## src/rtl/pwc_pkg.sv

```systemverilog
// shared types and constants for the polygon winding containment unit
package pwc_pkg;

   localparam int COORD_BITS_DEF   = 24;
   localparam int WINDING_BITS_DEF = 16;
   localparam int Y_TOL_BITS       = 16;
   localparam int CROSS_TOL_BITS   = 40;
   localparam int CSR_DATA_BITS    = 40;
   localparam int CSR_INDEX_BITS   = 1;

   typedef enum logic [CSR_INDEX_BITS-1:0] {
      CSR_Y_TOL     = 1'b0,
      CSR_CROSS_TOL = 1'b1
   } csr_index_type;

   typedef enum logic {
      KIND_QUERY  = 1'b0,
      KIND_VERTEX = 1'b1
   } item_kind_type;

   typedef struct packed {
      logic valid;
      logic is_query;
      logic ring_end;
      logic last;
   } ctl_type;

endpackage

```

## src/rtl/pwc_edge.sv

```systemverilog
// cross product side test of one edge, products then tolerance compare
module pwc_edge
   import pwc_pkg::*;
#(
   parameter int COORD_BITS = COORD_BITS_DEF
) (
   input  logic                          clock,
   input  logic                          reset,
   input  logic                          en,
   input  logic signed [COORD_BITS:0]    dx,
   input  logic signed [COORD_BITS:0]    dpy,
   input  logic signed [COORD_BITS:0]    dy,
   input  logic signed [COORD_BITS:0]    dpx,
   input  logic                          up,
   input  logic                          dn,
   input  logic [CROSS_TOL_BITS-1:0]     cross_tol,
   output logic                          inc,
   output logic                          dec
);

   localparam int DW = COORD_BITS + 1;
   localparam int PW = 2 * DW;
   localparam int CW = ((PW + 1 > CROSS_TOL_BITS + 1) ? PW + 1 : CROSS_TOL_BITS + 1) + 1;

   logic signed [PW-1:0] prod_a_ff, prod_b_ff;
   logic                 up_ff, dn_ff, inc_ff, dec_ff;
   logic signed [CW-1:0] cross_sum, tol_pos, tol_neg;

   always_ff @(posedge clock) begin
      if (en) begin
         prod_a_ff <= PW'(dx) * PW'(dpy);
         prod_b_ff <= PW'(dy) * PW'(dpx);
      end
   end

   assign cross_sum = CW'(prod_a_ff) - CW'(prod_b_ff);
   assign tol_pos   = $signed(CW'({1'b0, cross_tol}));
   assign tol_neg   = -tol_pos;

   always_ff @(posedge clock) begin
      if (reset) begin
         up_ff  <= 1'b0;
         dn_ff  <= 1'b0;
         inc_ff <= 1'b0;
         dec_ff <= 1'b0;
      end else if (en) begin
         up_ff  <= up;
         dn_ff  <= dn;
         inc_ff <= up_ff && (cross_sum > tol_pos);
         dec_ff <= dn_ff && (cross_sum < tol_neg);
      end
   end

   assign inc = inc_ff;
   assign dec = dec_ff;

endmodule

```

## config.mk

```make
export PLATFORM = sky130hd
export DESIGN_NAME = pwc_edge
export DESIGN_NICKNAME = d
export VERILOG_FILES = /design/src/rtl/pwc_pkg.sv /design/src/rtl/pwc_edge.sv
export SDC_FILE = /design/constraint.sdc
export NUM_CORES = 2
export LEC_CHECK = 0
export BUFFER_PORTS_ARGS = -buffer_cell sky130_fd_sc_hd__buf_2
export CAP_MARGIN = 20
export CORE_MARGIN = 2
export CORE_UTILIZATION = 55
export DETAILED_ROUTE_END_ITERATION = 8
export GPL_TIMING_DRIVEN = 0
export PLACE_DENSITY = 0.79
export SYNTH_ARGS = -nofsm -noshare
export SYNTH_HDL_FRONTEND = slang
export SYNTH_SLANG_ARGS = --single-unit
```

## constraint.sdc

```tcl
create_clock -name clock -period 10.2 [get_ports clock]
set_clock_uncertainty 0.15 [all_clocks]
set_input_delay 0.51 -clock clock [delete_from_list [all_inputs] [get_ports clock]]
set_output_delay 0.51 -clock clock [all_outputs]
set_load 0.05 [all_outputs]
```

==> metrics.cfg <==
[routing]
dr.pass1.iters=8
vias_per_cell=5.716
vias=42200
antenna_left=0
avgRoutedWirePerCell_um=21.70
drc_errors=0
drt-initial-drc-count=3688
routed_wl_mm=160.2

[timing]
timing.setup.tns_ns=0
slew_viol_final=0
timing.slew.headroom_pct=33.40
max_freq_ghz=0.1138
tightest_slew_ns=0.9990
min_period_ns=8.789
post-route-period-util_pct=86.17
setup_viol=0
hold_viol_final=0
holdWs_ns=0.2171
rsz0062_at_grt=no

[worst_setup_path]
critical_path_buf_inv_count=9
slowest_delay_ns=0.58
path_delay_family=adder cells
critPathSlowestCell=a211oi_1
cp.arrival_ns=8.74
crit_path_end_kind=flop
worst_setup_path_start_kind=primary input
crit_type=in2reg
cp_max_fo=10
critical_path_required_ns=10.16

[grt]
grt_max_degree=54
grt-ovfl-total=0
antenna_found_initial=16
first_global_vias=44790
grt_usage_pct=32.62
grt_pass1_wl_mm=251.6

[clock_network]
clock_path_buffers=2
cts-htree-levels=3
ctsHoldBuffers=0
cts.sinks=104
clk-insertion-delay-late_ns=0.37
path_clk_slew_ns=0.07
postCtsSetupBuffers=0
cts_tree=yes
cts_root_buffer=clkbuf_16
cts_buffers=9
post_cts_resize_count=0

[die]
core_area_um2=98420
die_area_um2=101800
io_pins=147
die_w_um=319.1
start_util_pct=55.50
dieHeight_um=319.1
rows=115

[finish]
multi_input_area_um2=45340
syn_to_final_growth_pct=4.852
fill_cells=8645
final_nets=7965
final_common_cell=inv_1
layout_common_cells=inv_1, fa_1, nand2_1
drive_above_1_share_pct=2.811
finalInstanceArea_um2=57270
post-route-util_pct=58.19
register_area_um2=3083

[yosys]
yosysUniqueCellTypes=76
yosys.area.top_type_share_pct=48.27
netlist_area_um2=54620
netlist_instances=5930
syn_avg_cell_area_um2=9.211
synth_edf_count=100
yosysWarnings=0
yosysTopAreaCell=fa_1
postSynth.asyncResetShare_pct=0
synth_seq_area_share_pct=5.645
ys.flop_type=edfxtp_1
synthTopCellsByArea=fa_1, ha_1, inv_1
ys_ff_latch=104
syn_nets=7816

[run]
maxCapViolations=0

[min_path]
hold_class=in2reg

[status]
outcome=finished, final reports clean

[place]
hpwl_mm=137.9
gp_congestion=1.023
dpl-instance-area_um2=56940
port_buffers=136

## layer usage
metal	global-route usage [%]	up-vias	share of wire [%]
met2	50.67	2153	45
met3	7.786	557	11
met5	0.7565	-	0.092
met4	16.98	10	6.1
li1	-	18060	-
met1	42.64	21420	38
## Yosys cell counts (3+ instances only)
| master | n |
|---|---|
| a2111oi_0 | 6 |
| a211o_1 | 5 |
| a211oi_1 | 20 |
| a21o_1 | 77 |
| a21oi_1 | 170 |
| a221oi_1 | 3 |
| a31oi_1 | 22 |
| a41o_1 | 4 |
| a41oi_1 | 3 |
| and2_1 | 609 |
| and3_1 | 19 |
| and4_1 | 7 |
| clkbuf_1 | 245 |
| dfxtp_1 | 4 |
| edfxtp_1 | 100 |
| fa_1 | 1317 |
| ha_1 | 424 |
| inv_1 | 1401 |
| mux2i_1 | 5 |
| nand2_1 | 698 |
| nand2b_1 | 37 |
| nand3_1 | 46 |
| nand4_1 | 43 |
| nor2_1 | 149 |
| nor2b_1 | 21 |
| nor3_1 | 39 |
| nor4_1 | 16 |
| o2111ai_1 | 3 |
| o211ai_1 | 6 |
| o21a_1 | 30 |
| o21ai_0 | 95 |
| o21ai_1 | 10 |
| o21bai_1 | 16 |
| o221ai_1 | 4 |
| o22ai_1 | 5 |
| o311ai_1 | 3 |
| o31a_1 | 4 |
| o31ai_1 | 11 |
| or2_2 | 4 |
| or3_1 | 8 |
| or4_1 | 3 |
| xnor2_1 | 147 |
| xor2_1 | 48 |
## registers in the layout (all words and copies together), names as in the netlist
register,cells
inc,1
dn_ff,1
dec,1
prod_a_ff,50
up_ff,1
prod_b_ff,50
## cell families (layout without fill, tap and decap cells)
group           Yosys count  count (layout)  share of synthesized area (%)
xor+xnor                195             195                          3.127
compound gates          528             528                          6.224
buf+inv                1650            1804                          11.34
simple gates           1707            1707                          15.59
mux                       5               5                        0.09164
other cells               0              12                              0
flops                   104             104                          5.645
fa+ha+maj              1741            1741                          57.98
## worst paths after layout
| kind | cells past startpoint | end | start | slack (ns) |
|---|---|---|---|---|
| setup reg to reg | 24 | inc | prod_a_ff[0] | 2.93 |
| setup / recovery | 28 | prod_b_ff[49] | dpx[5] | 1.41 |
| hold / removal | 2 | dn_ff | reset | 0.22 |
| hold reg to reg | 2 | dn_ff | dn_ff | 0.37 |
## metrics by stage
| stage | cells | setup WS [ns] |
|---|---|---|
| final | 7383 | 1.411 |
| after global routing | 7372 | 0.9753 |
| after CTS | 7370 | 1.594 |
| after detailed placement | 7354 | 1.215 |
| after global placement | 7353 | 1.336 |
| after floorplan | 5930 | 2.903 |
## final cells by class
cell class              instances  share of cell area [%]
multi-input cells            4176                   79.17
inverters                    1403                   9.196
flip-flops and latches        104                   5.383
well taps                    1287                   2.812
plain buffers                 247                   1.619
repair buffers                138                   1.254
clock buffers                  10                  0.3998
clock inverters                 6                  0.1092
diodes                         12                 0.05243
Power is not shown: default switching activity piles up to over one toggle a cycle in this logic, so the estimate is an artifact.
