$ cat src/rtl/pwc_pkg.sv
// shared types and constants for the polygon winding containment unit
package pwc_pkg;

   localparam int COORD_BITS_DEF   = 24;
   localparam int WINDING_BITS_DEF = 16;
   localparam int Y_TOL_BITS       = 16;
   localparam int CROSS_TOL_BITS   = 40;
   localparam int CSR_DATA_BITS    = 40;
   localparam int CSR_INDEX_BITS   = 1;

   typedef enum logic [CSR_INDEX_BITS-1:0] {
      CSR_Y_TOL     = 1'b0,
      CSR_CROSS_TOL = 1'b1
   } csr_index_type;

   typedef enum logic {
      KIND_QUERY  = 1'b0,
      KIND_VERTEX = 1'b1
   } item_kind_type;

   typedef struct packed {
      logic valid;
      logic is_query;
      logic ring_end;
      logic last;
   } ctl_type;

endpackage

$ cat src/rtl/pwc_front.sv
// ring tracking state, edge operand differences and y classification
module pwc_front
   import pwc_pkg::*;
#(
   parameter int COORD_BITS = COORD_BITS_DEF
) (
   input  logic                          clock,
   input  logic                          reset,
   input  logic                          en,
   input  logic                          accept,
   input  logic                          item_kind,
   input  logic signed [COORD_BITS-1:0]  coord_x,
   input  logic signed [COORD_BITS-1:0]  coord_y,
   input  logic                          ring_last,
   input  logic                          query_last,
   input  logic [Y_TOL_BITS-1:0]         y_tol,
   output ctl_type                       ctl,
   output logic signed [COORD_BITS:0]    a_dx,
   output logic signed [COORD_BITS:0]    a_dpy,
   output logic signed [COORD_BITS:0]    a_dy,
   output logic signed [COORD_BITS:0]    a_dpx,
   output logic                          a_up,
   output logic                          a_dn,
   output logic signed [COORD_BITS:0]    b_dx,
   output logic signed [COORD_BITS:0]    b_dpy,
   output logic signed [COORD_BITS:0]    b_dy,
   output logic signed [COORD_BITS:0]    b_dpx,
   output logic                          b_up,
   output logic                          b_dn
);

   localparam int DW = COORD_BITS + 1;
   localparam int YW = ((DW > Y_TOL_BITS + 1) ? DW : Y_TOL_BITS + 1) + 1;

   logic signed [COORD_BITS-1:0] qx_ff, qy_ff, fx_ff, fy_ff, px_ff, py_ff;
   logic                         started_ff;
   logic signed [COORD_BITS-1:0] fx_eff, fy_eff;
   logic signed [YW-1:0]         ytol_ext;
   logic                         above_prev, above_cur, above_first;
   logic                         is_vertex, ring_end;
   ctl_type                      ctl_ff, ctl_in;
   logic signed [DW-1:0]         a_dx_ff, a_dpy_ff, a_dy_ff, a_dpx_ff;
   logic signed [DW-1:0]         b_dx_ff, b_dpy_ff, b_dy_ff, b_dpx_ff;
   logic                         a_up_ff, a_dn_ff, b_up_ff, b_dn_ff;
   logic                         a_up_in, a_dn_in, b_up_in, b_dn_in;

   assign is_vertex = (item_kind_type'(item_kind) == KIND_VERTEX);
   assign ring_end  = ring_last | query_last;
   assign fx_eff    = started_ff ? fx_ff : coord_x;
   assign fy_eff    = started_ff ? fy_ff : coord_y;
   assign ytol_ext  = $signed(YW'({1'b0, y_tol}));

   assign above_prev  = (YW'(py_ff)  - YW'(qy_ff)) > ytol_ext;
   assign above_cur   = (YW'(coord_y) - YW'(qy_ff)) > ytol_ext;
   assign above_first = (YW'(fy_eff) - YW'(qy_ff)) > ytol_ext;

   always_comb begin
      ctl_in.valid    = accept;
      ctl_in.is_query = !is_vertex;
      ctl_in.ring_end = ring_end;
      ctl_in.last     = query_last;
      // edge from the previous vertex to this one
      a_up_in = accept && is_vertex && started_ff && !above_prev && above_cur;
      a_dn_in = accept && is_vertex && started_ff && above_prev && !above_cur;
      // ring-closing edge from this vertex back to the first one
      b_up_in = accept && is_vertex && ring_end && !above_cur && above_first;
      b_dn_in = accept && is_vertex && ring_end && above_cur && !above_first;
   end

   always_ff @(posedge clock) begin
      if (reset) begin
         qx_ff      <= '0;
         qy_ff      <= '0;
         fx_ff      <= '0;
         fy_ff      <= '0;
         px_ff      <= '0;
         py_ff      <= '0;
         started_ff <= 1'b0;
      end else if (accept) begin
         if (!is_vertex) begin
            qx_ff      <= coord_x;
            qy_ff      <= coord_y;
            started_ff <= 1'b0;
         end else begin
            if (!started_ff) begin
               fx_ff <= coord_x;
               fy_ff <= coord_y;
            end
            px_ff      <= coord_x;
            py_ff      <= coord_y;
            started_ff <= !ring_end;
         end
      end
   end

   always_ff @(posedge clock) begin
      if (reset) begin
         ctl_ff  <= '0;
         a_up_ff <= 1'b0;
         a_dn_ff <= 1'b0;
         b_up_ff <= 1'b0;
         b_dn_ff <= 1'b0;
      end else if (en) begin
         ctl_ff  <= ctl_in;
         a_up_ff <= a_up_in;
         a_dn_ff <= a_dn_in;
         b_up_ff <= b_up_in;
         b_dn_ff <= b_dn_in;
      end
   end

   always_ff @(posedge clock) begin
      if (en) begin
         a_dx_ff  <= DW'(coord_x) - DW'(px_ff);
         a_dpy_ff <= DW'(qy_ff)   - DW'(py_ff);
         a_dy_ff  <= DW'(coord_y) - DW'(py_ff);
         a_dpx_ff <= DW'(qx_ff)   - DW'(px_ff);
         b_dx_ff  <= DW'(fx_eff)  - DW'(coord_x);
         b_dpy_ff <= DW'(qy_ff)   - DW'(coord_y);
         b_dy_ff  <= DW'(fy_eff)  - DW'(coord_y);
         b_dpx_ff <= DW'(qx_ff)   - DW'(coord_x);
      end
   end

   assign ctl   = ctl_ff;
   assign a_dx  = a_dx_ff;
   assign a_dpy = a_dpy_ff;
   assign a_dy  = a_dy_ff;
   assign a_dpx = a_dpx_ff;
   assign a_up  = a_up_ff;
   assign a_dn  = a_dn_ff;
   assign b_dx  = b_dx_ff;
   assign b_dpy = b_dpy_ff;
   assign b_dy  = b_dy_ff;
   assign b_dpx = b_dpx_ff;
   assign b_up  = b_up_ff;
   assign b_dn  = b_dn_ff;

endmodule

$ cat config.mk
export PLATFORM = sky130hd
export DESIGN_NAME = pwc_front
export DESIGN_NICKNAME = d
export VERILOG_FILES = /design/src/rtl/pwc_pkg.sv /design/src/rtl/pwc_front.sv
export SDC_FILE = /design/constraint.sdc
export NUM_CORES = 1
export LEC_CHECK = 0
export BUFFER_PORTS_ARGS = -buffer_cell sky130_fd_sc_hd__buf_2
export CORE_MARGIN = 5
export CORE_UTILIZATION = 28
export DETAILED_ROUTE_END_ITERATION = 8
export GPL_TIMING_DRIVEN = 0
export MAX_ROUTING_LAYER = met4
export SYNTH_ARGS = -nofsm -noshare
export SYNTH_HDL_FRONTEND = slang
export SYNTH_SLANG_ARGS = --single-unit
$ cat constraint.sdc
create_clock -name clock -period 6.4 [get_ports clock]
set_input_delay 0.96 -clock clock [delete_from_list [all_inputs] [get_ports clock]]
set_output_delay 0.96 -clock clock [all_outputs]
set_load 0.05 [all_outputs]
==> results of run 1 <==
worst max-delay path, stage by stage (launching register included):
cell and delay, ns:
dfxtp_2 0.54, clkbuf_2 0.38, mux2i_1 0.38, ha_1 0.25, nor2b_1 0.07, o31a_1 0.29, o41a_1 0.35, o21ai_0 0.27
nor2_1 0.10, o21ai_0 0.23, nand2b_1 0.08, a21oi_1 0.17, xnor2_1 0.09, ha_1 0.19, a2111oi_0 0.52, o21a_1 0.22
o21ai_0 0.08, nand2_1 0.07, a31oi_1 0.10, a2111oi_2 0.39, nand4_1 0.15, o41ai_2 0.53, a32o_1 0.23
repair_timing:
item | in CTS | in global routing
gates resized for setup | 1 | 6
cloned | 0 | 0
hold buffers | 0 | 0
setup endpoints to repair | 2 | 2
placed cells by master (no fill, tap or decap), types with 42 or more instances in the layout:
cell type  instances
nand2_1          334
ha_1             313
buf_2            284
nor2_1           283
a21oi_1          263
inv_1            232
edfxtp_1         200
o21ai_0          176
dfxtp_1          152
xnor2_1          138
nor3_1            91
clkbuf_1          79
a21o_1            78
xor2_1            53
nand3_1           53
clkbuf_16         44
nor2b_1           42
how the worst min path moves through the flow:
stage	end	slack, ns	cells after the start	startpoint
finish	a_dn	0.45	2	a_dn
CTS	a_dn	0.45	2	a_dn
floorplan	px_ff[10]	0.44	2	px_ff[10]
global placement	b_up	0.43	2	b_up
global route	px_ff[22]	0.47	2	px_ff[22]
detailed placement	a_dn	0.44	2	a_dn
stage by stage:
stage	setup WS [ns]	hold WS, ns	cells	util	total power, uW
6_report	0.662	0.447	4480	0.332	8270
5_1_grt	0.0500	0.467	4474	0.332	8700
4_1_cts	0.236	0.454	4470	0.332	8340
3_5_place_dp	-0.115	0.441	4389	0.315	5620
3_3_place_gp	-0.0505	0.435	4387	0.314	5610
2_1_floorplan	1.36	0.436	2934	-	4850
power groups by stage:
stage	Sequential (uW)	Clock (uW)	Combinational (uW)
after floorplan	3460	0	1390
after global placement	2860	0	2750
after detailed placement	2850	0	2770
after CTS	2810	2750	2780
after global routing	2820	2840	3030
final	2800	2690	2780
cells by family (layout without fill, tap and decap cells):
family	after synthesis	after routing
xor+xnor	191	191
fa+ha+maj	324	324
compound gates	788	788
buf+inv	328	688
simple gates	938	938
flops	353	353
other cells	0	10
mux	12	12
cells in the mapped netlist, drive strengths merged (7+ instances only):
library cell,instances,area (um^2)
nand2,334,1250
ha,313,3920
nor2,283,1060
a21oi,265,1330
inv,232,871
edfxtp,200,6010
o21ai,176,881
dfxtp,153,3060
xnor2,138,1210
nor3,91,455
a21o,78,586
clkbuf,75,282
nand3,53,265
xor2,53,464
nor2b,42,263
o21a,41,308
nand2b,39,244
a31oi,29,194
a211oi,25,188
buf,21,104
o21bai,21,158
nand4,20,125
a21boi,19,143
o211ai,18,140
and2,14,87.6
and3,14,87.6
o31ai,13,97.6
o2111ai,12,105
fa,11,220
mux2i,11,110
or3,11,68.8
o41ai,10,95.1
a2111oi,9,91.3
nor4,9,56.3
or2,8,50.1
a221oi,7,61.3
o311ai,7,61.3
per-layer routing:
layer / vias up / wire length, um
li1: 11100 / -
met1: 10300 / 37600
met2: 555 / 39400
met3: 110 / 5030
met4: 0 / 2310
met5: - / 0
state kept, by name (all words and copies together), names as in the netlist, 24 cells and up:
name	flops
fy_ff	24
a_dx	25
px_ff	24
b_dpy	25
a_dpy	25
py_ff	24
b_dx	25
a_dy	25
b_dpx	25
b_dy	25
fx_ff	24
a_dpx	25
qy_ff	24
qx_ff	24
cell type report:
class / count / area [um^2]
sequential: 353 / 9070
clock inverter: 24 / 328
buffer: 95 / 385
inverter: 232 / 871
tap: 1176 / 1470
timing repair buffer: 279 / 1450
fill: 9502 / 60100
antenna: 10 / 25.0
clock buffer: 58 / 1210
multi-input combinational: 2253 / 15100
==> metrics.md, run 1 <==
| Metric | Value |
|---|---|
| Status | `finished clean` |
| Synth cell types | `73` |
| FF-to-FF path depth | `22` |
| Layout cell share with drive strength beyond 1 | `0.118` |
| Top Usage Layer GRT | `met2` |
| Met3 global-route usage | `0.0281` |
| End of the critical path | `b_dn` |
| Arr. time, crit path | `approximately 6.3 ns` |
| Wire length per cell | `18.8 um` |
| Clk sink count | `353` |
| Initial antenna violation count | `11` |
| Post-route cell area | `about 30000 um^2` |
| Crit Path Max Fanout | `14` |
| First-pass DRT Iterations | `5` |
| Critical path type | `flop to flop` |
| # port buffers | `277` |
| RSZ-0062 raised after global routing | `false` |
| Area grow syn2layout | `17.7%` |
| Final Hold Viols | `0` |
| VDD IR max | `191 uV` |
| Fin crit period | `between 5 and 6 ns` |
| Clk_lat worst skew | `around 0.62 ns` |
| Leak Pwr | `between 0.01 and 0.015 uW` |
| Start point of the critical path | `started_ff` |
| Net Switching | `approximately 3100 uW` |
| Setup Total Neg Slack | `0 ns` |
| Syn Std Cell Area | `around 25000 um^2` |
| Synthesized area per cell | `8.66 um^2` |
| Worst slew margin | `0.135` |
| Via/cell ratio | `approximately 4.9` |
| Vias in the first global route | `roughly 21000` |
| Comb pwr share | `0.336` |
| # DRC | `0` |
| Die Height | `311 um` |
| Pwr Density | `277 nW/um^2` |
| Sequential element share of the synthesized area | `0.357` |
| Syn. warnings | `0` |
| IO Count | `between 200 and 300` |
| EDFF count, synth | `200` |
| Predominant post-synthesis flop cell | `edfxtp_1` |
| Worst-Margin Slew | `between 1 and 1.5 ns` |
| DRT antenna net count | `0` |
| R2R setup slack | `0.66 ns` |
| Post-CTS setup buffers | `0` |
| CP startpoint kind | `flop` |
| Post-synthesis mux area share | `0.00478` |
| Clock Skew | `0.0425 ns` |
| Adder-cell area share of the yosys netlist | `0.163` |
| Die span in x | `a little over 300 um` |
| Clock tree buffer depth | `3` |
| Critical Path RT | `roughly 6.9 ns` |
| First-pass GRT wire length | `around 130000 um` |
| Via count | `between 20000 and 25000` |
| Hold Path Class | `flop to flop` |
| Core Region | `about 90000 um^2` |
| Worst-path clk slew | `0.06 ns` |
| Starting Density | `0.282` |
| Largest net degree at the start of global routing | `92` |
| Max Fclk | `174 MHz` |
| Ratio of final minimum period to clock period | `0.897` |
| CTS Buf Count | `44` |
| Max capacitance violation total | `0` |
| Synth async-reset ratio | `0` |
| Largest family of logic cells by synthesized area | `compound AO/OA/AOI/OAI gates` |
| Die area | `96900 um^2` |
| Sequential Power Share | `0.339` |
| Row count | `110` |
| GRT Overall Usage | `0.171` |
| Flops & latches, synth | `around 350` |
| Area of placed instances | `~28000 um^2` |
| Synth Area in Compound Gates | `0.196` |
| WL final | `between 80000 and 90000 um` |
| Syn Inst Count | `roughly 3000` |
| Met2 GRT Util | `0.279` |
| CTS Root Cell | `clkbuf_16` |
| Initial DRC count | `around 1600` |
| CTS tree | `done` |
| Post-synthesis simple-gate area fraction | `0.164` |
| Worst reg2reg path endpoint | `b_dn` |
| Worst flop-to-flop path startpoint | `started_ff` |
| CP endpoint kind | `flop` |
| Synth Area in XOR/XNOR | `0.0658` |
| Switching portion of total power | `0.378` |
| Final #Nets | `approximately 3700` |
| Clk pwr share | `0.325` |
| Final setup fails | `0` |
| Grt total ovfl | `0` |
| DP Wirelength | `67300 um` |
| P_int | `5140 uW` |
| Slew Limit Fails | `0` |
| Syn Nets | `about 3300` |
| H-tree depth | `2` |
| Met1 Usage GRT | `0.221` |
| Gpl congestion | `between 0.9 and 1` |
No activity file was read; power rests on OpenSTA's default activity.
==> run 2, diff against run 1 <==
- CTS_BUF_LIST: default -> sky130_fd_sc_hd__clkbuf_8
==> metrics.md, run 2 (synthesis results as in run 1) <==
| Metric | Value |
|---|---|
| Vias in the first global route | `~21000` |
| RSZ-0062 raised after global routing | `false` |
| Max Fclk | `around 170 MHz` |
| Die Height | `just over 300 um` |
| Starting Density | `0.282` |
| First-pass GRT wire length | `between 100000 and 150000 um` |
| Worst-Margin Slew | `between 1 and 1.5 ns` |
| # port buffers | `between 200 and 300` |
| Via/cell ratio | `around 4.9` |
| Worst-path clk slew | `~0.060 ns` |
| Hold Path Class | `flop to flop` |
| Core Region | `90000 um^2` |
| Worst slew margin | `0.0936` |
| Largest net degree at the start of global routing | `between 90 and 100` |
| Arr. time, crit path | `about 6.4 ns` |
| IO Count | `279` |
| CTS Buf Count | `71` |
| Post-CTS setup buffers | `0` |
| Setup Total Neg Slack | `0 ns` |
| GRT Overall Usage | `0.173` |
| Fin util | `0.332` |
| WL final | `approximately 85000 um` |
| CTS tree | `done` |
| Met3 wire length | `4870 um` |
| Fin crit period | `between 5 and 6 ns` |
| Clock Skew | `roughly 0.042 ns` |
| Critical path type | `flop to flop` |
| DRT antenna net count | `0` |
| Met2 WL | `between 30000 and 40000 um` |
| Max capacitance violation total | `0` |
| Initial antenna violation count | `12` |
| Pwr Density | `around 270 nW/um^2` |
| VDD IR max | `approximately 150 uV` |
| DP Wirelength | `~67000 um` |
| Final #Nets | `around 3700` |
| Commonest non-fill, non-tap cell in the layout | `nand2_1` |
| Layout cell share with drive strength beyond 1 | `0.125` |
| Initial DRC count | `1503` |
| First-pass DRT Iterations | `5` |
| Final setup fails | `0` |
| Final Hold Viols | `0` |
| Die span in x | `~310 um` |
| Leak Pwr | `0.0126 uW` |
| Clk_lat worst skew | `around 0.68 ns` |
| Row count | `110` |
| Gpl congestion | `approximately 0.91` |
| CP startpoint kind | `flop` |
| Grt total ovfl | `0` |
| Clk sink count | `~350` |
| Commonest non-fill, non-tap cells in the layout | `nand2_1, ha_1, buf_2` |
| Via count | `22200` |
| Critical Path RT | `~7.0 ns` |
| Clock tree buffer depth | `3` |
| Status | `finished clean` |
| FILL cells | `between 9000 and 10000` |
| Area grow syn2layout | `17.6%` |
| CTS Root Cell | `clkbuf_8` |
| Slew Limit Fails | `0` |
| Crit Path Max Fanout | `14` |
| Die area | `about 97000 um^2` |
| Wire length per cell | `around 19 um` |
| DR top layer | `met4` |
| CP endpoint kind | `flop` |
| H-tree depth | `3` |
| Ratio of final minimum period to clock period | `0.905` |
| M1 WL | `approximately 38000 um` |
| # DRC | `0` |
==> run 2: final timing paths <==
| path | start | to | slack, ns | cells past startpoint |
|---|---|---|---|---|
| max | started_ff | b_dn | 0.61 | 22 |
| min reg2reg | a_dn | a_dn | 0.45 | 2 |
| max reg2reg | started_ff | b_dn | 0.61 | 22 |
| min | a_dn | a_dn | 0.45 | 2 |
==> run 2: report_power, final <==
part	switching, uW	leakage (uW)	internal (uW)
logic	1910	0.00858	873
registers	99.1	0.00321	2710
clock network	1120	0.000817	1430
total	3130	0.0126	5010
==> run 2: layer usage <==
metal  vias up  GRT usage
met5         -          -
met4         0     0.0595
met3       131     0.0300
met2       570      0.278
met1     10300      0.221
li1      11200          -
==> run 2: final cells by class <==
class	instances	area [um^2]	share of cell area
diodes	9	22.5	0.000754
well taps	1176	1470	0.0492
plain buffers	95	385	0.0129
repair buffers	279	1450	0.0486
inverters	232	871	0.0291
clock inverters	54	470	0.0157
multi-input cells	2253	15100	0.505
flip-flops and latches	353	9070	0.304
clock buffers	76	1050	0.0350
==> run 2: critical path, stage by stage, from the launching register on <==
cell	delay, ns
dfxtp_2	0.55
clkbuf_2	0.38
mux2i_1	0.37
ha_1	0.25
fa_1	0.22
nor2b_1	0.08
o31ai_1	0.38
a21oi_2	0.17
a21o_1	0.21
a21o_1	0.19
a21o_1	0.18
a21oi_1	0.17
xnor2_1	0.09
ha_1	0.17
a2111oi_0	0.52
o21a_1	0.23
o21ai_0	0.08
nand2_1	0.07
a31oi_1	0.09
a2111oi_2	0.39
nand4_1	0.15
o41ai_2	0.54
a32o_1	0.23
==> run 2: per-stage QoR <==
stage	setup WS (ns)	area, um^2	hold WS (ns)	power, uW	std cells
after floorplan	1.36	25400	0.436	4850	2934
after global placement	-0.0505	28300	0.435	5610	4387
after detailed placement	-0.115	28300	0.441	5620	4389
after CTS	0.230	29900	0.454	8230	4518
after global routing	0.00509	29900	0.468	8580	4523
final	0.610	29900	0.448	8140	4527
==> run 2: repair_timing <==
item / CTS / global route
setup endpoints to repair: 2 / 2
gates resized for setup: 1 / 5
cloned: 0 / 0
hold buffers: 0 / 0
pin swaps: 0 / 0
