`config.mk`:
```
export PLATFORM = sky130hd
export DESIGN_NAME = pwc_accum
export DESIGN_NICKNAME = d
export VERILOG_FILES = /design/src/rtl/pwc_pkg.sv /design/src/rtl/pwc_accum.sv
export SDC_FILE = /design/constraint.sdc
export NUM_CORES = 1
export LEC_CHECK = 0
export BUFFER_PORTS_ARGS = -buffer_cell sky130_fd_sc_hd__clkbuf_2
export CELL_PAD_IN_SITES_DETAIL_PLACEMENT = 1
export CELL_PAD_IN_SITES_GLOBAL_PLACEMENT = 1
export CORE_MARGIN = 3
export CORE_UTILIZATION = 49
export CTS_CLUSTER_DIAMETER = 30
export DETAILED_ROUTE_END_ITERATION = 6
export GPL_TIMING_DRIVEN = 0
export PLACE_DENSITY = 0.95
export SYNTH_ARGS = -nofsm -noshare
export SYNTH_HDL_FRONTEND = slang
export SYNTH_SLANG_ARGS = --single-unit
```
`constraint.sdc`:
```
create_clock -name clock -period 7.6 [get_ports clock]
set_clock_uncertainty 0.05 [all_clocks]
set_input_delay 1.14 -clock clock [delete_from_list [all_inputs] [get_ports clock]]
set_output_delay 1.14 -clock clock [all_outputs]
set_load 0.02 [all_outputs]
```
`src/rtl/pwc_pkg.sv`:
```
// shared types and constants for the polygon winding containment unit
package pwc_pkg;

   localparam int COORD_BITS_DEF   = 24;
   localparam int WINDING_BITS_DEF = 16;
   localparam int Y_TOL_BITS       = 16;
   localparam int CROSS_TOL_BITS   = 40;
   localparam int CSR_DATA_BITS    = 40;
   localparam int CSR_INDEX_BITS   = 1;

   typedef enum logic [CSR_INDEX_BITS-1:0] {
      CSR_Y_TOL     = 1'b0,
      CSR_CROSS_TOL = 1'b1
   } csr_index_type;

   typedef enum logic {
      KIND_QUERY  = 1'b0,
      KIND_VERTEX = 1'b1
   } item_kind_type;

   typedef struct packed {
      logic valid;
      logic is_query;
      logic ring_end;
      logic last;
   } ctl_type;

endpackage

```
`src/rtl/pwc_accum.sv`:
```
// saturating winding sum, sticky reject flag and result word register
module pwc_accum
   import pwc_pkg::*;
#(
   parameter int WINDING_BITS = WINDING_BITS_DEF
) (
   input  logic                           clock,
   input  logic                           reset,
   input  logic                           en,
   input  ctl_type                        ctl,
   input  logic                           a_inc,
   input  logic                           a_dec,
   input  logic                           b_inc,
   input  logic                           b_dec,
   input  logic                           rsp_ready,
   output logic                           stall,
   output logic                           rsp_valid,
   output logic                           inside_res,
   output logic signed [WINDING_BITS-1:0] winding_total
);

   localparam logic signed [WINDING_BITS-1:0] WMAX = {1'b0, {(WINDING_BITS-1){1'b1}}};
   localparam logic signed [WINDING_BITS-1:0] WMIN = {1'b1, {(WINDING_BITS-1){1'b0}}};
   localparam logic signed [WINDING_BITS-1:0] WONE = WINDING_BITS'(1);

   logic signed [WINDING_BITS-1:0] acc_ff, acc_in, step_a, step_b;
   logic                           rej_ff, rej_in, rej_end;
   logic                           out_valid_ff, out_valid_in;
   logic                           inside_ff, inside_in;
   logic signed [WINDING_BITS-1:0] total_ff;
   logic                           emit;

   assign emit  = ctl.valid && !ctl.is_query && ctl.last;
   assign stall = emit && out_valid_ff && !rsp_ready;

   always_comb begin
      step_a = acc_ff;
      if (a_inc && acc_ff != WMAX) begin
         step_a = acc_ff + WONE;
      end else if (a_dec && acc_ff != WMIN) begin
         step_a = acc_ff - WONE;
      end
      step_b = step_a;
      if (b_inc && step_a != WMAX) begin
         step_b = step_a + WONE;
      end else if (b_dec && step_a != WMIN) begin
         step_b = step_a - WONE;
      end
      rej_end   = rej_ff || (ctl.ring_end && step_b == '0);
      inside_in = !rej_end;
      acc_in    = acc_ff;
      rej_in    = rej_ff;
      if (ctl.valid) begin
         if (ctl.is_query || ctl.last) begin
            acc_in = '0;
            rej_in = 1'b0;
         end else begin
            acc_in = step_b;
            rej_in = rej_end;
         end
      end
      out_valid_in = out_valid_ff && !rsp_ready;
      if (en && emit) begin
         out_valid_in = 1'b1;
      end
   end

   always_ff @(posedge clock) begin
      if (reset) begin
         acc_ff       <= '0;
         rej_ff       <= 1'b0;
         out_valid_ff <= 1'b0;
      end else begin
         out_valid_ff <= out_valid_in;
         if (en) begin
            acc_ff <= acc_in;
            rej_ff <= rej_in;
         end
      end
   end

   always_ff @(posedge clock) begin
      if (en && emit) begin
         inside_ff <= inside_in;
         total_ff  <= step_b;
      end
   end

   assign rsp_valid     = out_valid_ff;
   assign inside_res    = inside_ff;
   assign winding_total = total_ff;

endmodule

```
==> results of run 1 <==
[cell families (layout without fill, tap and decap cells)]
| kind of cell | after synthesis | in the layout | share of synthesized area [%] |
|---|---|---|---|
| flip-flops | 35 | 35 | 27.4 |
| XOR/XNOR | 17 | 17 | 4.68 |
| buffers and inverters | 45 | 82 | 6.09 |
| adder cells (fa/ha/maj) | 6 | 6 | 2.36 |
| AO/OA/AOI/OAI | 99 | 99 | 24.4 |
| AND/OR/NAND/NOR | 179 | 179 | 32.8 |
| multiplexers | 7 | 7 | 2.28 |
[worst max-delay path by stage]
stage | end | slack, ns | cells past startpoint
global placement | inside_res | 1.99 | 15
finish | inside_res | 1.59 | 18
detailed placement | inside_res | 1.76 | 15
CTS | inside_res | 1.73 | 18
floorplan | inside_res | 2.98 | 19
global route | inside_res | 1.21 | 18
[layout by cell type (no fill, tap or decap), drive strengths merged, types with 3 or more instances in the layout]
cell type and count:
and3 8, nor2 37, dfxtp 18, nand3 21, clkbuf 57, a221oi 3
nand2b 3, or4 4, xor2 12, xnor2 5, a31oi 7, o211ai 7
edfxtp 17, mux2i 5, a21oi 8, nand4 20, buf 9, nor4 15
nand4b 5, and2 9, a211o 7, nor3 11, or3 4, ha 6
inv 13, a2111oi 4, a31o 3, a211oi 5, a22oi 19, o21ai 13
nand2 24, o2111ai 4, and4 5
[worst max-delay path: stages (launching register included)]
cell	delay (ns)
dfxtp_1	0.37
ha_1	0.25
nand3_1	0.29
or4_1	0.57
buf_2	0.20
buf_6	0.16
clkbuf_1	0.22
a2111oi_0	0.66
a311oi_1	0.29
inv_1	0.14
ha_1	0.26
nand4_4	0.13
nor3_2	0.35
a31oi_1	0.37
o32ai_1	0.46
xor2_1	0.29
a2111oi_2	0.34
nand4_1	0.17
nor2b_1	0.19
[through the flow]
step	util, %	cell area, um2
after detailed placement	56.1	3420
after global routing	57.5	3510
after floorplan	-	3180
final	57.5	3510
after global placement	56.1	3420
after CTS	57.5	3510
[sequential cells by signal, indices dropped and copies added, names as in the netlist]
signal and count:
acc_ff 16, rsp_valid 1, rej_ff 1, winding_total 16, inside_res 1
[where the power goes]
group / switching (uW) / internal, uW / leakage, uW
clock network: 71.8 / 64.1 / 0.0000412
logic: 89.4 / 40.6 / 0.000966
registers: 1.95 / 203 / 0.000303
[per-layer routing]
layer / part of all wire [%] / wire length, um / up-vias / track usage (%)
li1: - / - / 1577 / -
met1: 37 / 4710 / 1767 / 42.3
met2: 49 / 6290 / 261 / 58.9
met3: 9.2 / 1180 / 65 / 5.04
met4: 5.3 / 675 / 0 / 17.1
met5: 0 / 0 / - / 0
[area by class of cell]
class / instances / share of cell area (%)
Buffer: 31 / 4.03
Clock buffer: 6 / 2.07
Clock inverter: 2 / 0.357
Inverter: 14 / 1.50
Multi-Input combinational cell: 308 / 60.4
Sequential cell: 35 / 24.8
Tap cell: 75 / 2.68
Timing Repair Buffer: 29 / 4.14
==> key figures, run 1 <==
Status
  • Outcome: finished clean

Power
  • Maximum VDD drop: 0.129 mV
  • Leak: 0.00131 uW
  • Pwr Total: 471 uW
  • Pwr/cell area: 134 mW/mm2

GRT
  • First-pass GRT wire length: 19900 um
  • Pin count of the biggest net entering global routing: 18
  • Gr ovfl total: 0
  • Total Routing Usage GR: 34.5%
  • Vias in the first global route: 3662
  • Initial antenna violation count: 0

Layout
  • Layout cell share with drive strength beyond 1: 15.5%
  • FF+latch area: 871 um2
  • NumNets Final: 442
  • N_diodes: 0
  • Multi-input gate area: 0.00212 mm2
  • Non-filler cells, final: 500
  • Filler cells: 769
  • Layout area overhead: 10.2%

Job
  • Max-Cap Viols: 0

Logic synthesis
  • Synthesized Nets: 406
  • Post-synthesis async set-or-reset flop share: 0%
  • Mapped Avg Cell Area: 8.20 um2
  • Top area cells in the synthesized netlist: edfxtp_1, dfxtp_1, a22oi_1, nor2_1, nand4_1
  • Post-synth EDFFs: 17
  • Ys flop type: dfxtp_1
  • Commonest cells in the netlist: nor2_1, nand2_1, clkbuf_1
  • Cell taking the most area after synthesis: edfxtp_1
  • Post-synthesis sequential element count: 35
  • YS warnings: 0
  • Top-area cell type share of the netlist area: 16.0%
  • Mapped Cells: 388
  • Share of the yosys chip area belonging to registers: 27.4%
  • Top-count cell post-synth: nor2_1
  • Mapped cell area: 0.00318 mm2
  • Yosys cell types: 71

Clocking
  • Clock H-tree levels: 2
  • Post-CTS Hold Buffers: 0
  • Clock sink total: 35
  • Worst skew pair latency: 0.29 ns
  • Clk buf depth: 2
  • Clock transition at path regs: 0.08 ns
  • CTS tree: yes
  • Total clock buffers created by CTS: 5
  • Clock root buffer: clkbuf_8
  • Cts repair resizes: 0
  • Setup repair bufs after CTS: 0

Timing
  • Fin crit period: 6.01 ns
  • Period utilization: 79.1%
  • Relative slew slack: 29.8%
  • # setup viols final: 0
  • Hold Slack: 0.493 ns
  • Final TNS setup: 0 ns
  • Final hold violation count: 0
  • Fmax: 166 MHz
  • Slew @ Worst Pin: 1.04 ns
  • RSZ-0062 raised after global routing: false
  • Pins Over Slew Limit: 0
  • Worst Slack Setup Final: 1.59 ns

Detailed routing
  • Pre-antenna DRT Iters: 5
  • Detailed-route DRC error count: 0
  • ANT nets after route: 0
  • Vias per cell: 7.34
  • Initial drt markers: 351
  • DRT Wirelength: 12900 um
  • Avg WL per Cell: 25.7 um
  • Vias: 3670

Worst setup path
  • Critical R2R Capture: inside_res
  • Worst reg2reg path depth: 18
  • CP Data Arrival Time: 6.01 ns
  • Worst Path Max Fanout: 10
  • Worst setup path startpoint: acc_ff[0]
  • Crit path launch type: register
  • Type of the worst setup path: reg2reg
  • R2R setup slack: 1.59 ns
  • Reg-to-Reg Start: acc_ff[0]
  • WP data required: 7.60 ns
  • Critical path capture point type: register

Die
  • Die width: 86.6 um
  • Die footprint: 0.00750 mm2
  • Die height: 86.6 um
  • Ports: 31
  • Rows: 28
  • Initial Utilization: 52.2%
  • Core Area: 0.00610 mm2

Min path
  • WHS Endpoint: rej_ff
  • Min-delay src: rej_ff
  • Worst hold path class: reg2reg
  • Hold path cells: 2

Place
  • Placed cells: 492
  • Port-buffer cells: 29
  • GP Congestion: 0.922
  • Post-DP HPWL: 9630 um
  • DP Worst Slack: 1.76 ns
Power figures use the tool's default switching activity.
==> run 2: changes to the inputs <==
--- a/config.mk
+++ b/config.mk
@@ -5,15 +5,16 @@
 export SDC_FILE = /design/constraint.sdc
 export NUM_CORES = 1
 export LEC_CHECK = 0
+export ABC_AREA = 1
 export BUFFER_PORTS_ARGS = -buffer_cell sky130_fd_sc_hd__clkbuf_2
 export CELL_PAD_IN_SITES_DETAIL_PLACEMENT = 1
 export CELL_PAD_IN_SITES_GLOBAL_PLACEMENT = 1
 export CORE_MARGIN = 3
-export CORE_UTILIZATION = 49
+export CORE_UTILIZATION = 38
 export CTS_CLUSTER_DIAMETER = 30
 export DETAILED_ROUTE_END_ITERATION = 6
 export GPL_TIMING_DRIVEN = 0
-export PLACE_DENSITY = 0.95
+export PLACE_DENSITY = 0.88
 export SYNTH_ARGS = -nofsm -noshare
 export SYNTH_HDL_FRONTEND = slang
 export SYNTH_SLANG_ARGS = --single-unit
==> constraint.sdc (replaced) <==
create_clock -name clock -period 4.9 [get_ports clock]
set_clock_uncertainty 0.05 [all_clocks]
set_input_delay 0.735 -clock clock [delete_from_list [all_inputs] [get_ports clock]]
set_output_delay 0.735 -clock clock [all_outputs]
set_load 0.02 [all_outputs]
==> run 2 against run 1 <==
Effect of this change:
- die area up 55%
- critical path depth is 6 higher
- sequential power grew 55%
- largest cell class unchanged
==> key figures, run 2 <==
Status
  • Outcome: finished clean (unchanged)

Worst setup path
  • WP data required: 4.90 ns (was 7.60 ns)
  • Type of the worst setup path: reg2reg (unchanged)
  • Critical path capture point type: register (unchanged)
  • Worst setup path startpoint: acc_ff[1] (was acc_ff[0])
  • CP Data Arrival Time: 4.48 ns (was 6.01 ns)
  • Slowest-stage cell, CP: dfxtp_1 (was a2111oi_0)
  • R2R setup slack: 0.42 ns (was 1.59 ns)
  • Crit path launch type: register (unchanged)
  • Reg-to-Reg Start: acc_ff[1] (was acc_ff[0])
  • Max incr delay on CP: 0.50 ns (was 0.66 ns)
  • Crit-path cells: ha_1 -> nand3_1 -> inv_1 -> nand2_2 -> o21ai_4 -> buf_6 -> buf_6 -> nand2_2 -> nand2_2 -> nand2_4 -> inv_2 -> ha_1 -> nand3_4 -> nor2_4 -> nand3_2 -> nand2_2 -> buf_2 -> a21oi_1 -> a21oi_1 -> nand2_1 -> nor2_1 -> nand3_1 -> nand2_1 -> inv_1 (was ha_1 -> nand3_1 -> or4_1 -> buf_2 -> buf_6 -> clkbuf_1 -> a2111oi_0 -> a311oi_1 -> inv_1 -> ha_1 -> nand4_4 -> nor3_2 -> a31oi_1 -> o32ai_1 -> xor2_1 -> a2111oi_2 -> nand4_1 -> nor2b_1)
  • Cell mode on critical path: nand2_2 (was ha_1)
  • Worst Path Max Fanout: 10 (unchanged)

Power
  • Sw Pwr: 313 uW (was 163 uW)
  • Leak: 0.00213 uW (was 0.00131 uW)
  • Clock power frac: 25.9% (was 28.9%)
  • Switching part of the total: 38.0% (was 34.7%)
  • Maximum VDD drop: 0.116 mV (was 0.129 mV)
  • Pwr/cell area: 189 mW/mm2 (was 134 mW/mm2)
  • Combinational power share: 35.4% (was 27.6%)
  • Int Pwr: 510 uW (was 307 uW)
  • Sequential share of power: 38.7% (was 43.5%)

Place
  • Post-DP HPWL: 11800 um (was 9630 um)
  • Placed inst area: 0.00427 mm2 (was 0.00342 mm2)
  • GP Congestion: 1.00 (was 0.922)
  • Port-buffer cells: 28 (was 29)

Clocking
  • Cts repair resizes: 0 (unchanged)
  • Clock transition at path regs: 0.07 ns (was 0.08 ns)
  • Clock H-tree levels: 2 (unchanged)
  • Clock sink total: 35 (unchanged)
  • Setup repair bufs after CTS: 0 (unchanged)
  • Post-CTS Hold Buffers: 0 (unchanged)
  • Total clock buffers created by CTS: 5 (unchanged)
  • Clock root buffer: clkbuf_8 (unchanged)
  • Clk buf depth: 2 (unchanged)
  • Worst skew pair latency: 0.28 ns (was 0.29 ns)
  • CTS tree: yes (unchanged)

Logic synthesis
  • Top-count cell post-synth: nand2_1 (was nor2_1)
  • Top area cells in the synthesized netlist: nand2_1, edfxtp_1, dfxtp_1, nand3_1, nor2_1 (was edfxtp_1, dfxtp_1, a22oi_1, nor2_1, nand4_1)
  • Mapped Avg Cell Area: 5.81 um2 (was 8.20 um2)
  • Synthesized Nets: 697 (was 406)
  • Ys flop type: dfxtp_1 (unchanged)
  • Post-synthesis async set-or-reset flop share: 0% (unchanged)
  • Post-synth EDFFs: 17 (unchanged)
  • Mapped Cells: 679 (was 388)
  • Top-area cell type share of the netlist area: 27.2% (was 16.0%)
  • Cell taking the most area after synthesis: nand2_1 (was edfxtp_1)
  • Yosys cell types: 34 (was 71)
  • YS warnings: 0 (unchanged)
  • Share of the yosys chip area belonging to registers: 22.1% (was 27.4%)
  • Commonest cells in the netlist: nand2_1, nor2_1, nand3_1 (was nor2_1, nand2_1, clkbuf_1)
  • Post-synthesis sequential element count: 35 (unchanged)
  • Mapped cell area: 0.00394 mm2 (was 0.00318 mm2)

Die
  • Die footprint: 0.0116 mm2 (was 0.00750 mm2)
  • Die height: 108 um (was 86.6 um)
  • Core Area: 0.00991 mm2 (was 0.00610 mm2)
  • Initial Utilization: 39.8% (was 52.2%)
  • Ports: 31 (unchanged)
  • Die width: 108 um (was 86.6 um)
  • Rows: 36 (was 28)

Detailed routing
  • Initial drt markers: 249 (was 351)
  • Pre-antenna DRT Iters: 5 (unchanged)
  • Avg WL per Cell: 17.4 um (was 25.7 um)
  • Detailed-route DRC error count: 0 (unchanged)
  • DRT Wirelength: 14800 um (was 12900 um)
  • Vias per cell: 5.41 (was 7.34)
  • Vias: 4590 (was 3670)
  • ANT nets after route: 0 (unchanged)

Timing
  • Pins Over Slew Limit: 0 (unchanged)
  • # setup viols final: 0 (unchanged)
  • Fin crit period: 4.48 ns (was 6.01 ns)
  • Final TNS setup: 0 ns (unchanged)
  • Final hold violation count: 0 (unchanged)
  • Fmax: 223 MHz (was 166 MHz)
  • Slew @ Worst Pin: 0.542 ns (was 1.04 ns)
  • RSZ-0062 raised after global routing: false (unchanged)
  • Period utilization: 91.4% (was 79.1%)
  • Relative slew slack: 63.8% (was 29.8%)

Min path
  • Min-delay src: rsp_valid (was rej_ff)
  • Worst hold path class: reg2reg (unchanged)

Layout
  • Most frequent cells in the layout: nand2_1, nor2_1, nand3_1 (was nor2_1, clkbuf_2, nand2_1)
  • Post-route cell area: 0.00436 mm2 (was 0.00351 mm2)
  • Filler cells: 1447 (was 769)
  • Layout area overhead: 10.5% (was 10.2%)
  • NumNets Final: 733 (was 442)
  • Multi-input gate area: 0.00267 mm2 (was 0.00212 mm2)
  • Most common cell after layout, fill and taps aside: nand2_1 (was nor2_1)
  • N_diodes: 0 (unchanged)
  • Layout cell share with drive strength beyond 1: 15.2% (was 15.5%)
  • FF+latch area: 871 um2 (unchanged)

GRT
  • Gr ovfl total: 0 (unchanged)
  • Initial antenna violation count: 0 (unchanged)
  • Total Routing Usage GR: 26.2% (was 34.5%)
  • Pin count of the biggest net entering global routing: 15 (was 18)
  • First-pass GRT wire length: 24200 um (was 19900 um)
  • Vias in the first global route: 4847 (was 3662)

Job
  • Max-Cap Viols: 0 (unchanged)
## run 2: cell count changes after synthesis, moves of 13 or more
cell,delta
nand2_1,+262
inv_1,+46
nand3_1,+39
nor2_1,+36
a22oi_1,-19
clkbuf_1,-19
nand2_2,+19
a21oi_1,+15
nor4_1,-13
## run 2: metal layers
metal | wire [um] | global-route usage [%]
met3 | 639 | 2.16
met1 | 6120 | 31.3
met2 | 7650 | 48.8
met5 | 0 | 0
met4 | 384 | 8.48
## run 2: power by group through the flow
stage                     sequential [uW]  clock [uW]  combinational [uW]
after floorplan                       327           0                 196
after global placement                324           0                 268
after detailed placement              325           0                 284
after CTS                             318         213                 287
after global routing                  318         230                 323
final                                 318         213                 291
## run 2: final timing paths
kind,to,depth (start not counted)
worst max-delay path,inside_res,24
worst min-delay path,rsp_valid,2
worst max register to register,inside_res,24
worst min register to register,rsp_valid,2
## run 2: area by class of cell
| cell class | count | share of cell area [%] |
|---|---|---|
| Sequential cell | 35 | 20.0 |
| Timing Repair Buffer | 29 | 3.48 |
| Clock inverter | 1 | 0.115 |
| Clock buffer | 7 | 1.98 |
| Buffer | 22 | 3.68 |
| Inverter | 67 | 5.77 |
| Tap cell | 133 | 3.82 |
| Multi-Input combinational cell | 555 | 61.2 |
## run 2: critical path: cells and delay by family, from the launching register on
family	cells	cell delay [ns]
DFF	1	0.50
adders and majority gates	2	0.50
AOI/OAI and AO/OA	3	0.73
buffers and inverters	6	0.91
and+or+nand+nor	13	1.53
## run 2: metrics by stage
stage | instances | total power [uW] | util [%] | setup WS, ns | hold slack [ns]
4_1_cts | 849 | 818 | 44.0 | 0.477 | 0.455
3_5_place_dp | 841 | 609 | 43.0 | 0.543 | 0.444
2_1_floorplan | 679 | 524 | - | 1.54 | 0.414
6_report | 849 | 823 | 44.0 | 0.420 | 0.463
5_1_grt | 849 | 871 | 44.0 | 0.167 | 0.482
3_3_place_gp | 840 | 592 | 42.9 | 0.732 | 0.431
## run 2: cell families (layout without fill, tap and decap cells)
group / Yosys count / after routing / synth area share, %
simple gates: 490 / 490 / 55.3
buf+inv: 89 / 126 / 10.4
compound gates: 38 / 38 / 5.65
flops: 35 / 35 / 22.1
xor+xnor: 21 / 21 / 4.67
fa+ha+maj: 6 / 6 / 1.90
